<file path="src/rtl/plc_pkg.sv">
`timescale 1ns / 1ps
// ----------------------------------------------------------------------------
// plc_pkg: shared types and codes of the positional list store
// Request and result beat layouts, request codes, status codes and the
// command that the controller broadcasts to the row of cells.
// ----------------------------------------------------------------------------
package plc_pkg;

	localparam int unsigned DATA_W  = 32;
	localparam int unsigned CNT_W   = 6;

	localparam logic [1:0] REQ_APPEND = 2'd0;
	localparam logic [1:0] REQ_INSERT = 2'd1;
	localparam logic [1:0] REQ_REMOVE = 2'd2;
	localparam logic [1:0] REQ_DUMP   = 2'd3;

	localparam logic [1:0] ST_OK     = 2'd0;
	localparam logic [1:0] ST_BADPOS = 2'd1;
	localparam logic [1:0] ST_EMPTY  = 2'd2;
	localparam logic [1:0] ST_FULL   = 2'd3;

	typedef enum logic [2:0] {
		CMD_NONE,
		CMD_APPEND,
		CMD_INSERT,
		CMD_REMOVE,
		CMD_ROTATE
	} cmd_t;

	typedef struct packed {
		logic [1:0]               req_type;
		logic signed [DATA_W-1:0] position;
		logic signed [DATA_W-1:0] value;
	} req_t;

	typedef struct packed {
		logic signed [DATA_W-1:0] entry_value;
		logic [1:0]               status;
		logic [CNT_W-1:0]         entry_count;
		logic                     last;
	} rsp_t;

endpackage

</file>
<file path="src/rtl/plc_chan_if.sv">
`timescale 1ns / 1ps
// ----------------------------------------------------------------------------
// plc_chan_if: valid/ready channel
// Carries one payload beat per cycle in which valid and ready are both high.
// ----------------------------------------------------------------------------
interface plc_chan_if #(
	parameter type T = logic
) ();
	logic valid;
	logic ready;
	T     data;

	modport source (output valid, output data, input ready);
	modport sink   (input valid, input data, output ready);
endinterface

</file>
<file path="src/rtl/plc_cell.sv">
`timescale 1ns / 1ps
// ----------------------------------------------------------------------------
// plc_cell: one slot of the list
// Holds the entry at position IDX; on each broadcast command it keeps its
// value, loads the shared data bus, or takes a neighbor's value.
// ----------------------------------------------------------------------------
module plc_cell #(
	parameter int unsigned CW  = 6,
	parameter int unsigned IDX = 0
) (
	input  logic                              clk,
	input  plc_pkg::cmd_t                     cmd,
	input  logic [CW-1:0]                     pos,
	input  logic [CW-1:0]                     count,
	input  logic signed [plc_pkg::DATA_W-1:0] load_data,
	input  logic signed [plc_pkg::DATA_W-1:0] left,
	input  logic signed [plc_pkg::DATA_W-1:0] right,
	output logic signed [plc_pkg::DATA_W-1:0] value
);

	localparam logic [CW:0] MY_POS  = (CW+1)'(IDX);
	localparam logic [CW:0] MY_NEXT = (CW+1)'(IDX + 1);

	logic [CW:0] pos_x;
	logic [CW:0] cnt_x;
	logic        do_load;
	logic        do_left;
	logic        do_right;
	logic signed [plc_pkg::DATA_W-1:0] value_q;

	assign pos_x = {1'b0, pos};
	assign cnt_x = {1'b0, count};

	always_comb begin
		do_load  = 1'b0;
		do_left  = 1'b0;
		do_right = 1'b0;
		case (cmd)
			plc_pkg::CMD_APPEND: begin
				do_load = (MY_POS == cnt_x);
			end
			plc_pkg::CMD_INSERT: begin
				do_load = (MY_POS == pos_x);
				do_left = (MY_POS > pos_x) && (MY_POS <= cnt_x);
			end
			plc_pkg::CMD_REMOVE: begin
				do_right = (MY_POS >= pos_x) && (MY_NEXT < cnt_x);
			end
			plc_pkg::CMD_ROTATE: begin
				// head wraps around to the last occupied slot
				do_right = (MY_NEXT < cnt_x);
				do_load  = (MY_NEXT == cnt_x);
			end
			default: begin
			end
		endcase
	end

	always_ff @(posedge clk) begin
		if (do_load) begin
			value_q <= load_data;
		end else if (do_left) begin
			value_q <= left;
		end else if (do_right) begin
			value_q <= right;
		end
	end

	assign value = value_q;

endmodule

</file>
<file path="src/rtl/positional_list_store.sv">
`timescale 1ns / 1ps
// ----------------------------------------------------------------------------
// positional_list_store: bounded ordered list with positional insert/remove
// Row of DEPTH cells that shift in place; a controller decodes requests.
// ----------------------------------------------------------------------------
// Append, insert and remove each take one request beat and give one result
// beat; the row of cells shifts the affected entries in the cycle the request is
// accepted, so such requests go at one per cycle while the result side keeps
// up. A dump of a non-empty list gives one beat per entry, reading the head
// cell while the row rotates by one slot per beat; no request is taken until
// its last beat is loaded. Every result carries the entry count after the
// request, masked to six bits.
module positional_list_store #(
	parameter int unsigned DEPTH = 32
) (
	input  logic        clk,
	input  logic        arst_n,
	plc_chan_if.sink    req,
	plc_chan_if.source  rsp
);

	localparam int unsigned CW = $clog2(DEPTH + 1);
	localparam logic [CW-1:0] FULL_CNT = CW'(DEPTH);

	typedef enum logic {S_IDLE, S_DUMP} state_t;

	state_t         state_q;
	logic [CW-1:0]  count_q;
	logic [CW-1:0]  dump_idx_q;
	logic           out_vld_q;
	plc_pkg::rsp_t  out_q;

	plc_pkg::req_t  rq;
	logic           out_free;
	logic           in_fire;
	logic           pos_ok;
	logic           full;
	logic           empty;
	logic           dump_step;
	logic           dump_last;
	logic           load_out;
	plc_pkg::cmd_t  cmd;
	logic [1:0]     status;
	logic [CW-1:0]  count_d;
	logic [CW+5:0]  count_ext;
	logic           start_dump;
	logic [CW-1:0]  pos_idx;
	logic signed [plc_pkg::DATA_W-1:0] load_data;
	logic signed [plc_pkg::DATA_W-1:0] cell_val [DEPTH];

	assign rq        = req.data;
	assign out_free  = !out_vld_q || rsp.ready;
	assign req.ready = (state_q == S_IDLE) && out_free;
	assign in_fire   = req.valid && req.ready;
	assign full      = (count_q == FULL_CNT);
	assign empty     = (count_q == '0);
	assign pos_ok    = !rq.position[31] &&
	                   ({1'b0, rq.position[30:0]} < 32'(count_q));
	assign pos_idx   = rq.position[CW-1:0];
	assign dump_step = (state_q == S_DUMP) && out_free;
	assign dump_last = (dump_idx_q + CW'(1)) == count_q;
	assign load_data = (state_q == S_DUMP) ? cell_val[0] : rq.value;
	assign load_out  = (in_fire && !start_dump) || dump_step;

	// decode the request into a cell command and a status; rotate on each dump step
	always_comb begin
		cmd        = plc_pkg::CMD_NONE;
		status     = plc_pkg::ST_OK;
		start_dump = 1'b0;
		if (in_fire) begin
			unique case (rq.req_type)
				plc_pkg::REQ_APPEND: begin
					if (full) begin
						status = plc_pkg::ST_FULL;
					end else begin
						cmd = plc_pkg::CMD_APPEND;
					end
				end
				plc_pkg::REQ_INSERT: begin
					if (empty) begin
						cmd = plc_pkg::CMD_APPEND;
					end else if (!pos_ok) begin
						status = plc_pkg::ST_BADPOS;
					end else if (full) begin
						status = plc_pkg::ST_FULL;
					end else begin
						cmd = plc_pkg::CMD_INSERT;
					end
				end
				plc_pkg::REQ_REMOVE: begin
					if (empty) begin
						status = plc_pkg::ST_EMPTY;
					end else if (!pos_ok) begin
						status = plc_pkg::ST_BADPOS;
					end else begin
						cmd = plc_pkg::CMD_REMOVE;
					end
				end
				plc_pkg::REQ_DUMP: begin
					if (empty) begin
						status = plc_pkg::ST_EMPTY;
					end else begin
						start_dump = 1'b1;
					end
				end
			endcase
		end else if (dump_step) begin
			cmd = plc_pkg::CMD_ROTATE;
		end
	end

	always_comb begin
		count_d = count_q;
		case (cmd)
			plc_pkg::CMD_APPEND, plc_pkg::CMD_INSERT: count_d = count_q + CW'(1);
			plc_pkg::CMD_REMOVE:                      count_d = count_q - CW'(1);
			default:                                  count_d = count_q;
		endcase
	end

	assign count_ext = {6'b0, count_d};

	always_ff @(posedge clk or negedge arst_n) begin
		if (!arst_n) begin
			state_q    <= S_IDLE;
			count_q    <= '0;
			dump_idx_q <= '0;
			out_vld_q  <= 1'b0;
			out_q      <= '0;
		end else begin
			count_q <= count_d;
			// a new beat wins over the one leaving in this cycle
			if (load_out) begin
				out_vld_q <= 1'b1;
			end else if (rsp.ready) begin
				out_vld_q <= 1'b0;
			end
			unique case (state_q)
				S_IDLE: begin
					if (in_fire && start_dump) begin
						state_q    <= S_DUMP;
						dump_idx_q <= '0;
					end else if (in_fire) begin
						out_q.entry_value <= '0;
						out_q.status      <= status;
						out_q.entry_count <= count_ext[5:0];
						out_q.last        <= 1'b1;
					end
				end
				S_DUMP: begin
					if (dump_step) begin
						out_q.entry_value <= cell_val[0];
						out_q.status      <= plc_pkg::ST_OK;
						out_q.entry_count <= count_ext[5:0];
						out_q.last        <= dump_last;
						dump_idx_q        <= dump_idx_q + CW'(1);
						if (dump_last) begin
							state_q <= S_IDLE;
						end
					end
				end
			endcase
		end
	end

	assign rsp.valid = out_vld_q;
	assign rsp.data  = out_q;

	for (genvar i = 0; i < DEPTH; i++) begin : g_cell
		logic signed [plc_pkg::DATA_W-1:0] left_v;
		logic signed [plc_pkg::DATA_W-1:0] right_v;
		if (i == 0) begin : g_head
			assign left_v = '0;
		end else begin : g_body
			assign left_v = cell_val[i-1];
		end
		if (i == DEPTH - 1) begin : g_tail
			assign right_v = '0;
		end else begin : g_inner
			assign right_v = cell_val[i+1];
		end
		plc_cell #(
			.CW  (CW),
			.IDX (i)
		) u_cell (
			.clk       (clk),
			.cmd       (cmd),
			.pos       (pos_idx),
			.count     (count_q),
			.load_data (load_data),
			.left      (left_v),
			.right     (right_v),
			.value     (cell_val[i])
		);
	end

`ifndef SYNTHESIS
	a_count_bound: assert property (@(posedge clk) disable iff (!arst_n)
		count_q <= FULL_CNT)
		else $error("entry count exceeds depth");

	a_dump_idx: assert property (@(posedge clk) disable iff (!arst_n)
		state_q == S_DUMP |-> dump_idx_q < count_q)
		else $error("dump index past last entry");

	a_no_req_in_dump: assert property (@(posedge clk) disable iff (!arst_n)
		state_q == S_DUMP |-> !req.ready)
		else $error("request taken during dump");

	a_dump_keeps_count: assert property (@(posedge clk) disable iff (!arst_n)
		state_q == S_DUMP |=> count_q == $past(count_q))
		else $error("count changed during dump");

	a_dump_end: assert property (@(posedge clk) disable iff (!arst_n)
		dump_step && dump_last |=> state_q == S_IDLE && out_vld_q && rsp.data.last)
		else $error("dump did not end on last beat");
`endif

endmodule

</file>
<file path="src/flat_wrapper.sv">
// flat-port wrapper written by rule: the top's interface ports become plain ports
module positional_list_store_flat import plc_pkg::*;
#(
	parameter int unsigned DEPTH = 32
)
  (clk, arst_n, req_valid, req_data, req_ready, rsp_valid, rsp_data, rsp_ready);
  plc_chan_if #(.T(req_t)) req_i ();
  plc_chan_if #(.T(rsp_t)) rsp_i ();
  input  logic clk;
  input  logic arst_n;
  input wire logic [$bits(req_i.valid)-1:0] req_valid;
  input wire logic [$bits(req_i.data)-1:0] req_data;
  output wire logic [$bits(req_i.ready)-1:0] req_ready;
  output wire logic [$bits(rsp_i.valid)-1:0] rsp_valid;
  output wire logic [$bits(rsp_i.data)-1:0] rsp_data;
  input wire logic [$bits(rsp_i.ready)-1:0] rsp_ready;
  assign req_i.valid = req_valid;
  assign req_i.data = req_data;
  assign req_ready = req_i.ready;
  assign rsp_valid = rsp_i.valid;
  assign rsp_data = rsp_i.data;
  assign rsp_i.ready = rsp_ready;
  positional_list_store #(.DEPTH(DEPTH)) u_core (.clk(clk), .arst_n(arst_n), .req(req_i), .rsp(rsp_i));
endmodule
</file>
<file path="config.mk">
export PLATFORM = sky130hd
export DESIGN_NAME = positional_list_store_flat
export DESIGN_NICKNAME = d
export VERILOG_FILES = /design/src/rtl/plc_pkg.sv /design/src/rtl/plc_chan_if.sv /design/src/rtl/plc_cell.sv /design/src/rtl/positional_list_store.sv /design/src/flat_wrapper.sv
export SDC_FILE = /design/constraint.sdc
export NUM_CORES = 2
export LEC_CHECK = 0
export ABC_AREA = 1
export BUFFER_PORTS_ARGS = -buffer_cell sky130_fd_sc_hd__buf_2
export CAP_MARGIN = 20
export CELL_PAD_IN_SITES_DETAIL_PLACEMENT = 2
export CELL_PAD_IN_SITES_GLOBAL_PLACEMENT = 2
export CORE_ASPECT_RATIO = 0.5
export CORE_MARGIN = 5
export CORE_UTILIZATION = 30
export DETAILED_ROUTE_END_ITERATION = 10
export PLACE_DENSITY = 0.77
export SLEW_MARGIN = 0
export SYNTH_ARGS = -nofsm -noshare
export SYNTH_HDL_FRONTEND = slang
export SYNTH_HIERARCHICAL = 1
export SYNTH_SLANG_ARGS = --single-unit
</file>
<file path="constraint.sdc">
create_clock -name clk -period 7.65 [get_ports clk]
set_input_delay 1.53 -clock clk [delete_from_list [all_inputs] [get_ports clk]]
set_output_delay 1.53 -clock clk [all_outputs]
set_load 0.03 [all_outputs]
</file>
==> summary.md <==
| Metric | Value |
|---|---|
| Run status | `finished, final reports clean` |
| Num ports | `113` |
| CTS clk-pin slew, worst paths | `0.06 ns` |
| Count of hold-fix buffers inserted at cts | `0` |
| Starting Density | `0.3009` |
| Peak supply drop | `0.3270 mV` |
| Worst path max stage delay | `0.85 ns` |
| Most common flop cell mapped by yosys | `edfxtp_1` |
| RR Startpoint | `u_core/count_q[2]` |
| Area grow syn2layout | `8.622%` |
| NetSw | `0.01494 W` |
| Post-layout utilization of the core | `0.3269` |
| Total routing usage reported by global routing | `0.2351` |
| Startpoint type of the worst setup path | `register` |
| Overall die height | `359.2 µm` |
| FF-to-FF path depth | `17` |
| Core outline area | `243100 µm²` |
| Static leakage power | `38.77 nW` |
| Instance count after placement with tap cells included | `13.00k` |
| Most common cell in the synthesized netlist | `nand2_1` |
| Power density cells | `386.0 nW/µm²` |
| Number of search-and-repair iterations in the first detailed-routing pass | `5` |
| Largest area contributor in the synthesized netlist | `edfxtp_1` |
| Most numerous cell on the critical path | `nand2_1` |
| Number of violations reported at the end of detailed-routing iteration 0 | `6219` |
| Number of enable-type register cells in the synthesized netlist | `1024` |
| Number of maximum-capacitance constraint violations | `0` |
| Global routing usage on met2 | `0.4033` |
| Worst clock skew | `0.06699 ns` |
| H-Tree Level Count | `3` |
| Floorplan die width | `708.4 µm` |
| Hold violation total from the final report | `0` |
| Cells on Worst Hold Path | `2` |
| Flop-to-flop setup slack | `2.00 ns` |
| Wire length of the first global-routing pass | `461500 µm` |
| Fraction of layout cells with a size suffix above 1 | `0.1032` |
| Crit path cell chain | `inv_1, ha_1, a21oi_1, nand2_2, a21oi_4, nand4_1, nand2_1, nand2_1, inv_4, buf_12, nand3_2, inv_1, nand2_1, nand2_2, inv_2, nand3_1, buf_4` |
| Top cells by area, synth | `edfxtp_1, nand2_1, nand3_1` |
| Netlist cell types | `65` |
| Max Root-Sink Buffers | `3` |
| Post-detailed-route via-to-cell ratio | `5.187` |
| Internal cell power | `0.01573 W` |
| Slew headroom | `0.2118` |
| Inserted Clock Buffers | `119` |
| Vias in the first global route | `72.37k` |
| Final Max Slew Viols | `0` |
| Yosys synthesis warning count | `6` |
| Portion of total power attributed to sequential cells | `0.385` |
| Detailed Place HPWL | `205600 µm` |
| Proportion of synthesized chip area in sequential cells | `0.4391` |
| Max Fclk | `176.8 MHz` |
| Capturing point of the worst reg2reg path | `u_core/g_cell[28].u_cell/value[15]` |
| Std cell rows | `128` |
| Post-CTS setup buffer count | `0` |
| Endpoint type of the worst setup path | `register` |
| Minimum clock period | `5.655 ns` |
| Mean instance size in the synthesized netlist | `7.317 µm²` |
| Wire length per cell | `23.48 µm` |
| DIE AREA | `254400 µm²` |
| Global-route track usage on met3 | `0.02435` |
| DRC errors left | `0` |
| Clock latency of the later-clocked register in the worst-skew pair | `0.80 ns` |
| Clock tree from TritonCTS | `done` |
| Number of antenna violations at the first check in global routing | `5` |
| Worst Setup Slack, final | `1.995 ns` |
| Endpoint of the worst hold path | `u_core/rsp.data[20]` |
| Resize count post-CTS | `0` |
| Logic pwr share | `0.422` |
| Worst min-delay path class | `register to register` |
| Tcrit/Tclk final | `0.7392` |
| Largest net degree at the start of global routing | `75` |
| RSZ-0062 raised after global routing | `no` |
| Post-layout instance count excluding filler cells | `13.22k` |
| Root Buffer | `clkbuf_16` |
| Final weighted congestion in routability-driven placement | `0.8203` |
| Place WS | `1.318 ns` |
| Peak-usage layer in the global routing report | `met2` |
| Overall via count from detail_route | `68.59k` |
| Final setup violation count | `0` |
| Clock share of power | `0.193` |
| Sum of routed wire length over all layers | `310400 µm` |
| WS Path Type | `register to register` |
| Number of nets with antenna violations after routing | `0` |
| Number of port buffers | `112` |
| Switching portion of total power | `0.4871` |
| Measured slew at the worst slew-check pin | `1.182 ns` |
| Mapped Cells | `9998` |
| Grt ovf | `0` |
| Critical path peak fanout | `59` |
| Met1 routing resource usage after global routing | `0.3132` |
| Ys async rst share | `0.05097` |
| Clock sink count | `1079` |
| Beginning of the worst hold path | `u_core/rsp.data[20]` |
| Endpoint arrival time on the critical path | `6.07 ns` |
| Yosys top cell area share | `0.4203` |
| Yosys reg bits | `1079` |
| Slowest cell on crit path | `dfrtp_4` |
| Final net count | `9950` |
| Setup TNS | `0 ns` |
| Commonest cells post-synth | `nand2_1, inv_1, nand3_1, edfxtp_1, nand4_1` |
| Post-synthesis cell area | `73160 µm²` |
| Required time of the worst setup path | `8.07 ns` |
## stage by stage
step,total power (W),cell area [µm²],hold WS (ns)
after floorplan,0.01833,73270,0.4790
after global placement,0.02408,75590,0.4635
after detailed placement,0.02466,75620,0.4725
after CTS,0.03070,79430,0.4882
after global routing,0.03219,79460,0.5159
final,0.03068,79460,0.4827
## cell usage in the layout (no fill, tap or decap), types with 102 or more instances in the layout
cell type,n
buf_2,111
nand2_2,203
inv_1,1515
nand2_1,3996
nand3_1,1436
clkbuf_16,122
nand3_2,102
nor2_1,256
buf_4,130
nand4_1,347
edfxtp_1,1024
## cell families after synthesis
logic type,Yosys count,synth area share
DFF,1079,0.4391
and+or+nand+nor,6553,0.4065
xor gates and xnor gates,9,0.001078
AOI/OAI and AO/OA,217,0.01733
other,1,0.00005126
buffers and inverters,2128,0.1339
adders and majority gates,11,0.001984
## worst max path at each step
stage               slack (ns)         startpoint                                 end
finish                    2.00  u_core/count_q[2]  u_core/g_cell[28].u_cell/value[15]
global route              1.58  u_core/count_q[5]    u_core/g_cell[2].u_cell/value[0]
CTS                       1.98  u_core/count_q[2]  u_core/g_cell[28].u_cell/value[31]
detailed placement        1.32       req_data[36]  u_core/g_cell[28].u_cell/value[13]
global placement          1.45       req_data[36]   u_core/g_cell[28].u_cell/value[9]
floorplan                 0.23  u_core/count_q[5]   u_core/g_cell[26].u_cell/value[0]
## worst max-delay path: cells and delay by family, from the launching register on
kind | cells | cell delay [ns]
buf+inv | 6 | 2.18
simple gates | 8 | 1.46
fa+ha+maj | 1 | 0.36
flops | 1 | 0.85
compound gates | 2 | 0.36
## per-layer routing
| metal | share of wire | vias up |
|---|---|---|
| li1 | - | 31390 |
| met3 | 0.051 | 474 |
| met2 | 0.48 | 1836 |
| met4 | 0.030 | 0 |
| met5 | 0 | - |
| met1 | 0.44 | 34890 |
## state kept, by name (all words and copies together) (netlist names)
signal                      count
u_core/rsp.valid                1
u_core/count_q                  6
u_core/state_q                  1
u_core/rsp.data                41
u_core/g_cell.u_cell/value   1024
u_core/dump_idx_q               6
## power groups by stage
stage / clock network, W / registers, W / logic [W]
floorplan: 0 / 0.0111 / 0.00725
global placement: 0 / 0.0119 / 0.0122
detailed placement: 0 / 0.0119 / 0.0127
CTS: 0.00604 / 0.0118 / 0.0128
global route: 0.00627 / 0.0120 / 0.0139
finish: 0.00591 / 0.0118 / 0.0130
## area by class of cell
cell class | instances | area [µm²]
fillers | 28660 | 163600
inverters | 1601 | 6052
repair buffers | 246 | 1647
clock inverters | 71 | 593.1
clock buffers | 153 | 3219
flip-flops and latches | 1079 | 32150
diodes | 1 | 2.502
multi-input cells | 6822 | 31730
well taps | 3250 | 4066
No activity file was read; power rests on OpenSTA's default activity.
